[config.mk]
export PLATFORM = sky130hd
export DESIGN_NAME = daily_schedule_interpolator
export DESIGN_NICKNAME = d
export VERILOG_FILES = /design/src/hdl/dsi_pkg.sv /design/src/hdl/dsi_ram.sv /design/src/hdl/daily_schedule_interpolator.sv
export SDC_FILE = /design/constraint.sdc
export NUM_CORES = 2
export LEC_CHECK = 0
export BUFFER_PORTS_ARGS = -buffer_cell sky130_fd_sc_hd__buf_2
export CAP_MARGIN = 5
export CORE_MARGIN = 1.5
export CORE_UTILIZATION = 58
export DETAILED_ROUTE_END_ITERATION = 16
export GPL_ROUTABILITY_DRIVEN = 1
export PLACE_DENSITY = 0.81
export SLEW_MARGIN = 20
export SYNTH_ARGS = -nofsm -noshare
export SYNTH_HDL_FRONTEND = slang
export SYNTH_SLANG_ARGS = --single-unit
[constraint.sdc]
create_clock -name clk -period 6.6 [get_ports clk]
set_input_delay 1.65 -clock clk [delete_from_list [all_inputs] [get_ports clk]]
set_output_delay 1.65 -clock clk [all_outputs]
set_load 0.02 [all_outputs]
[src/hdl/dsi_pkg.sv]
package dsi_pkg;

    localparam int MAX_POINTS = 16;
    localparam int IDX_W      = $clog2(MAX_POINTS);
    localparam int CNT_W      = $clog2(MAX_POINTS + 1);
    localparam int TIME_W     = 17;
    localparam int VAL_W      = 32;
    localparam int DIFF_W     = VAL_W + 1;
    localparam int NUM_W      = DIFF_W + TIME_W;
    localparam int STEP_W     = $clog2(NUM_W + 1);

    localparam int SEC_PER_HOUR = 3600;
    localparam int SEC_PER_MIN  = 60;

    localparam logic REQ_WRITE = 1'b0;
    localparam logic REQ_EVAL  = 1'b1;

    typedef struct packed {
        logic [TIME_W-1:0] t;
        logic [VAL_W-1:0]  v;
        logic              ramp;
    } entry_t;

    localparam int ENTRY_W = $bits(entry_t);

    typedef enum logic [2:0] {
        ST_IDLE,
        ST_SCAN,
        ST_ABS,
        ST_MUL,
        ST_DIV,
        ST_FIN
    } state_t;

endpackage

[src/hdl/dsi_ram.sv]
module dsi_ram #(
    parameter int WIDTH = 8,
    parameter int DEPTH = 16
) (
    input  logic                     clk,
    input  logic                     we,
    input  logic [$clog2(DEPTH)-1:0] waddr,
    input  logic [WIDTH-1:0]         wdata,
    input  logic                     re,
    input  logic [$clog2(DEPTH)-1:0] raddr,
    output logic [WIDTH-1:0]         rdata
);

    logic [WIDTH-1:0] mem [DEPTH];

    always_ff @(posedge clk)
    begin
        if (we)
        begin
            mem[waddr] <= wdata;
        end
        if (re)
        begin
            rdata <= mem[raddr];
        end
    end

endmodule

[src/hdl/daily_schedule_interpolator.sv]
// Piecewise-linear daily schedule. A write item (req_type 0) loads one
// breakpoint if point_index is below the point count and gives no result;
// busy stays low. An evaluate item (req_type 1) gives exactly one result,
// pulsed on done for one cycle with value; the receiver cannot stall, so
// capture it then. With no points in use the result comes in the cycle after
// the item is accepted. Otherwise the breakpoint memory is read one entry per
// cycle and the scan stops at the first matching point. A ramp adds an abs,
// a multiply, a bit-serial divide and a final add. busy is high from the
// cycle after an evaluate item with points in use is accepted until done. A
// cfg_we write sets the point count, saturated at MAX_POINTS, and clears the
// entries past it; the new count is registered.
module daily_schedule_interpolator
    import dsi_pkg::*;
(
    input  logic                     clk,
    input  logic                     rst_n,
    input  logic                     start,
    output logic                     busy,
    input  logic                     req_type,
    input  logic [4:0]               hour,
    input  logic [5:0]               minute,
    input  logic [5:0]               second,
    input  logic [IDX_W-1:0]         point_index,
    input  logic [TIME_W-1:0]        point_time,
    input  logic signed [VAL_W-1:0]  point_value,
    input  logic                     point_ramp,
    input  logic                     cfg_we,
    input  logic [CNT_W-1:0]         cfg_wdata,
    output logic                     done,
    output logic signed [VAL_W-1:0]  value
);

    state_t state_reg, state_next;

    logic [CNT_W-1:0]      count_reg;
    logic [MAX_POINTS-1:0] valid_reg;
    logic [CNT_W-1:0]      scan_reg, scan_next;
    logic                  chk_vld_reg;
    logic [IDX_W-1:0]      chk_idx_reg;
    logic                  chk_ok_reg;
    logic [STEP_W-1:0]     step_reg, step_next;
    logic                  done_reg, done_next;

    logic [TIME_W-1:0]     now_reg, now_next;
    entry_t                prev_reg, prev_next;
    logic [VAL_W-1:0]      v0_reg, v0_next;
    logic [VAL_W-1:0]      vi_reg, vi_next;
    logic [DIFF_W-1:0]     diff_reg, diff_next;
    logic [TIME_W-1:0]     el_reg, el_next;
    logic [TIME_W-1:0]     dt_reg, dt_next;
    logic                  neg_reg, neg_next;
    logic [DIFF_W-1:0]     mag_reg, mag_next;
    logic [NUM_W-1:0]      num_reg, num_next;
    logic [TIME_W:0]       rem_reg, rem_next;
    logic [VAL_W-1:0]      held_reg, held_next;

    logic                  accept;
    logic                  ram_we;
    logic                  ram_re;
    entry_t                ram_wdata;
    logic [ENTRY_W-1:0]    ram_rdata;
    entry_t                cur;
    logic [CNT_W-1:0]      cfg_count;
    logic [TIME_W-1:0]     now_calc;
    logic [NUM_W-1:0]      prod;
    logic [TIME_W:0]       rem_shift;
    logic                  rem_ge;
    logic [VAL_W-1:0]      quot;
    logic                  last_chk;
    logic                  hit_prev;

    assign accept = start && !busy;
    assign busy   = (state_reg != ST_IDLE);
    assign done   = done_reg;
    assign value  = held_reg;

    assign ram_we    = accept && (req_type == REQ_WRITE)
                       && ({1'b0, point_index} < count_reg);
    assign ram_wdata = '{t: point_time, v: point_value, ramp: point_ramp};
    assign ram_re    = (state_reg == ST_SCAN) && (scan_reg < count_reg);

    dsi_ram #(
        .WIDTH (ENTRY_W),
        .DEPTH (MAX_POINTS)
    ) u_points (
        .clk   (clk),
        .we    (ram_we),
        .waddr (point_index),
        .wdata (ram_wdata),
        .re    (ram_re),
        .raddr (scan_reg[IDX_W-1:0]),
        .rdata (ram_rdata)
    );

    // An entry never written since reset or cleared by a count write reads as zero.
    assign cur = chk_ok_reg ? entry_t'(ram_rdata) : '0;

    assign cfg_count = (cfg_wdata > CNT_W'(MAX_POINTS)) ? CNT_W'(MAX_POINTS) : cfg_wdata;

    assign now_calc = TIME_W'(hour) * TIME_W'(SEC_PER_HOUR)
                    + TIME_W'(minute) * TIME_W'(SEC_PER_MIN)
                    + TIME_W'(second);

    assign prod = NUM_W'(mag_reg) * NUM_W'(el_reg);

    assign rem_shift = {rem_reg[TIME_W-1:0], num_reg[NUM_W-1]};
    assign rem_ge    = (rem_shift >= {1'b0, dt_reg});
    assign quot      = num_reg[VAL_W-1:0];

    assign last_chk = ({1'b0, chk_idx_reg} == CNT_W'(count_reg - 1'b1));
    assign hit_prev = (chk_idx_reg != '0) && (now_reg > prev_reg.t) && (now_reg <= cur.t);

    always_ff @(posedge clk or negedge rst_n)
    begin
        if (!rst_n)
        begin
            state_reg   <= ST_IDLE;
            count_reg   <= '0;
            valid_reg   <= '0;
            scan_reg    <= '0;
            chk_vld_reg <= 1'b0;
            chk_idx_reg <= '0;
            chk_ok_reg  <= 1'b0;
            step_reg    <= '0;
            done_reg    <= 1'b0;
            held_reg    <= '0;
        end
        else
        begin
            state_reg   <= state_next;
            scan_reg    <= scan_next;
            chk_vld_reg <= ram_re;
            chk_idx_reg <= scan_reg[IDX_W-1:0];
            chk_ok_reg  <= valid_reg[scan_reg[IDX_W-1:0]];
            step_reg    <= step_next;
            done_reg    <= done_next;
            held_reg    <= held_next;
            if (ram_we)
            begin
                valid_reg[point_index] <= 1'b1;
            end
            if (cfg_we)
            begin
                count_reg <= cfg_count;
                for (int i = 0; i < MAX_POINTS; i++)
                begin
                    if (CNT_W'(i) >= cfg_count)
                    begin
                        valid_reg[i] <= 1'b0;
                    end
                end
            end
        end
    end

    always_ff @(posedge clk)
    begin
        now_reg  <= now_next;
        prev_reg <= prev_next;
        v0_reg   <= v0_next;
        vi_reg   <= vi_next;
        diff_reg <= diff_next;
        el_reg   <= el_next;
        dt_reg   <= dt_next;
        neg_reg  <= neg_next;
        mag_reg  <= mag_next;
        num_reg  <= num_next;
        rem_reg  <= rem_next;
    end

    always_comb
    begin
        state_next = state_reg;
        scan_next  = scan_reg;
        step_next  = step_reg;
        done_next  = 1'b0;
        held_next  = held_reg;
        now_next   = now_reg;
        prev_next  = prev_reg;
        v0_next    = v0_reg;
        vi_next    = vi_reg;
        diff_next  = diff_reg;
        el_next    = el_reg;
        dt_next    = dt_reg;
        neg_next   = neg_reg;
        mag_next   = mag_reg;
        num_next   = num_reg;
        rem_next   = rem_reg;

        unique case (state_reg)
            ST_IDLE:
            begin
                if (accept && (req_type == REQ_EVAL))
                begin
                    now_next  = now_calc;
                    scan_next = '0;
                    if (count_reg == '0)
                    begin
                        done_next = 1'b1;
                    end
                    else
                    begin
                        state_next = ST_SCAN;
                    end
                end
            end

            ST_SCAN:
            begin
                if (ram_re)
                begin
                    scan_next = scan_reg + 1'b1;
                end
                if (chk_vld_reg)
                begin
                    prev_next = cur;
                    if (chk_idx_reg == '0)
                    begin
                        v0_next = cur.v;
                    end
                    if (hit_prev)
                    begin
                        if (prev_reg.ramp)
                        begin
                            vi_next    = prev_reg.v;
                            diff_next  = {cur.v[VAL_W-1], cur.v}
                                       - {prev_reg.v[VAL_W-1], prev_reg.v};
                            el_next    = now_reg - prev_reg.t;
                            dt_next    = cur.t - prev_reg.t;
                            state_next = ST_ABS;
                        end
                        else
                        begin
                            held_next  = prev_reg.v;
                            done_next  = 1'b1;
                            state_next = ST_IDLE;
                        end
                    end
                    else if (last_chk)
                    begin
                        // Past the last point: hold it; otherwise fall back to point 0.
                        if (now_reg > cur.t)
                        begin
                            held_next = cur.v;
                        end
                        else
                        begin
                            held_next = (chk_idx_reg == '0) ? cur.v : v0_reg;
                        end
                        done_next  = 1'b1;
                        state_next = ST_IDLE;
                    end
                end
            end

            ST_ABS:
            begin
                neg_next   = diff_reg[DIFF_W-1];
                mag_next   = diff_reg[DIFF_W-1] ? (~diff_reg + 1'b1) : diff_reg;
                state_next = ST_MUL;
            end

            ST_MUL:
            begin
                num_next   = prod;
                rem_next   = '0;
                step_next  = STEP_W'(NUM_W);
                state_next = ST_DIV;
            end

            ST_DIV:
            begin
                // Restoring divide: one quotient bit per cycle, shifted into num_reg.
                rem_next  = rem_ge ? (rem_shift - {1'b0, dt_reg}) : rem_shift;
                num_next  = {num_reg[NUM_W-2:0], rem_ge};
                step_next = step_reg - 1'b1;
                if (step_reg == STEP_W'(1))
                begin
                    state_next = ST_FIN;
                end
            end

            ST_FIN:
            begin
                held_next  = neg_reg ? (vi_reg - quot) : (vi_reg + quot);
                done_next  = 1'b1;
                state_next = ST_IDLE;
            end

            default:
            begin
                state_next = ST_IDLE;
            end
        endcase
    end

endmodule

==> out/summary.txt <==
GRT Total Usage: 0.285
worst slew pin tran: 1.10 ns
# rows: 129
Mapped Nets: 6390
WL per Instance: 23.7 µm
CTS Buf Count: 116
Worst Hold Class: flip-flop to flip-flop
Final Routed Wirelength: 178000 µm
clk_lat worst skew: 0.73 ns
I/O Pins: 115
Max Cap Viol: 0
layout cells sized above 1: 0.151
routed wl met3: 16500 µm
commonest non-fill, non-tap cell in the layout: edfxtp_1
Switching Share: 0.398
Final Max Slew Viols: 0
dpl ws: -0.225 ns
clk_skew: 0.0524 ns
wl on met1: 68100 µm
cell count after synthesis: 5508
Clk pwr share: 0.169
Netlist cell types: 79
critical path peak fanout: 6
Post-DRT Antenna Nets: 0
register area share after synthesis: 0.502
vias in the first global route: 47100
sw power: 15.4 mW
first-pass GRT wire length: 277000 µm
Syn Area/Cell: 13.1 µm²
initial core utilization: 0.585
Slew HR: 0.258
EDFF count, synth: 1149
DR WL met2: 87500 µm
Initial DRT Pass Iterations: 12
fmax: 0.154 GHz
dominant synthesized flop cell: edfxtp_1
Final Non-Filler Cells: 7478
via count: 45200
RSZ-0062 raised after global routing: true
DRC: 2
initial antenna violation count: 14
RePlAce Congestion: 0.931
area post-placement: 76300 µm²
synth warn: 0
fin crit period: 6.49 ns
Critical Path Source: el_reg[6]$_DFFE_PP_
WS Path Type: flip-flop to flip-flop
CP Capture Type: flip-flop
Final Hold Fails: 0
Largest Register: u_points.mem
Largest register FFs: 800
Hold Path Origin: prev_reg[4]$_DFFE_PP_
Die Span X: 356 µm
Clock Path Buffers: 3
detailed placer's ending HPWL: 118000 µm
most frequent cells in the layout: edfxtp_1 (1149), inv_1 (764), nand2_1 (572)
Critical Path AT: 6.92 ns
H-tree levels: 3
post-synthesis async set-or-reset flop share: 0.0605
Pint: 23.3 mW
synthesized area: 72400 µm²
reg2reg start: el_reg[6]$_DFFE_PP_
Lkg Pwr: 31.9 nW
sequential power share: 0.281
vias per cell: 6.05
Top Metal Used: met5
final core occ: 0.652
Required @ worst endpoint: 7.03 ns
synthesized flop and latch total: 1223
Peak VDD IR: 0.000576 V
Gate power share: 0.550
power per cell area: 480 nW/µm²
largest net degree at the start of global routing: 88
Reg clk slew, reported paths: 0.07 ns
Num Clock Sinks: 1223
critical path launch point type: flip-flop
setup TNS: 0 ns
Die H: 356 µm
GRT overflow: 0
Tcrit/Tclk final: 0.983
synthesis-to-layout area growth: 11.4%
final setup vio count: 0
core area: 124000 µm²
port buffer count: 114
failing checks: design-rule violations
DRT iter0 DRCs: 4535
final instance area: 80700 µm²
CTS root buffer: clkbuf_16
outcome: finished with violations
Final Worst Setup Slack: 0.109 ns
fin nets: 6620
CTS tree: done
area of the die: 127000 µm²
placed cell count: 7232
==> metal layers <==
metal	track usage	up-vias
met5	0	-
met4	0.0823	22
met3	0.0582	375
met2	0.478	2283
met1	0.379	22800
li1	-	19800
==> kinds of logic after synthesis <==
logic type      after synthesis  share of synthesized area
simple gates               1237                     0.0813
mux                         278                     0.0825
flops                      1223                      0.502
xor+xnor                    231                     0.0280
fa+ha+maj                   801                      0.189
buf+inv                    1000                     0.0519
compound gates              738                     0.0654
==> synthesized netlist by cell type (36+ instances only) <==
master | number | area share
edfxtp_1 | 1149 | 0.48
a21oi_1 | 202 | 0.014
o21ai_0 | 171 | 0.012
dfrtp_1 | 74 | 0.026
mux4_2 | 255 | 0.079
nand3_1 | 50 | 0.0035
nand2_1 | 576 | 0.030
inv_1 | 771 | 0.040
nor3_1 | 36 | 0.0025
o211ai_1 | 58 | 0.0060
ha_1 | 317 | 0.055
a21o_1 | 73 | 0.0076
fa_1 | 484 | 0.13
clkbuf_1 | 201 | 0.010
nor2_1 | 157 | 0.0081
xor2_1 | 75 | 0.0091
xnor2_1 | 156 | 0.019
and2_1 | 232 | 0.020
nand2b_1 | 45 | 0.0039
==> critical path: stages (launching register included) <==
cell,delay (ns)
edfxtp_1,0.47
buf_6,0.17
clkbuf_16,0.16
and2_1,0.15
fa_1,0.51
inv_1,0.06
fa_1,0.50
fa_1,0.55
inv_1,0.07
fa_2,0.45
fa_2,0.61
inv_2,0.06
fa_1,0.54
inv_1,0.07
ha_4,0.27
a21oi_1,0.09
o211ai_1,0.21
nand3_2,0.15
a41oi_2,0.20
buf_4,0.14
nand3_1,0.12
nand3_2,0.14
a21oi_2,0.06
o21ai_0,0.21
xnor2_1,0.14
o21ai_0,0.10
==> path summary, 6_finish.rpt <==
kind | to | slack (ns) | depth (start not counted)
max | num_reg[43]$_DFFE_PP_ | 0.11 | 25
min | vi_reg[3]$_DFFE_PP_ | 0.45 | 0
max reg2reg | num_reg[43]$_DFFE_PP_ | 0.11 | 25
min reg2reg | vi_reg[3]$_DFFE_PP_ | 0.45 | 0
max in group asynchronous | scan_reg[3]$_DFFE_PN0P_ | 4.65 | 2
min in group asynchronous | value[12]$_DFFE_PN0P_ | 0.99 | 1
==> stage by stage <==
step	hold slack (ns)	total power [mW]
final	0.452	38.7
after global placement	0.432	29.8
after global routing	0.463	41.2
after CTS	0.451	37.2
after floorplan	0.376	24.3
after detailed placement	0.436	30.2
==> power by group through the flow <==
stage / clock [mW] / sequential (mW) / combinational [mW]
after floorplan: 0 / 10.7 / 13.6
after global placement: 0 / 11.0 / 18.9
after detailed placement: 0 / 11.0 / 19.2
after CTS: 6.59 / 10.9 / 19.8
after global routing: 6.87 / 10.9 / 23.4
final: 6.55 / 10.9 / 21.3
==> cell type report <==
type	count	area [µm²]
diodes	5	12.5
clock buffers	153	3120
clock inverters	63	562
fillers	8473	43100
inverters	771	2900
multi-input cells	3285	32900
flip-flops and latches	1223	36400
well taps	1637	2050
repair buffers	341	2720
==> repair_timing <==
item,CTS,global route
hold buffers,0,0
cloned,0,4
endpoints found under the setup margin,13,24
pin swaps,8,55
resized for setup,15,82
setup buffers,1,20
Power figures use the tool's default switching activity.
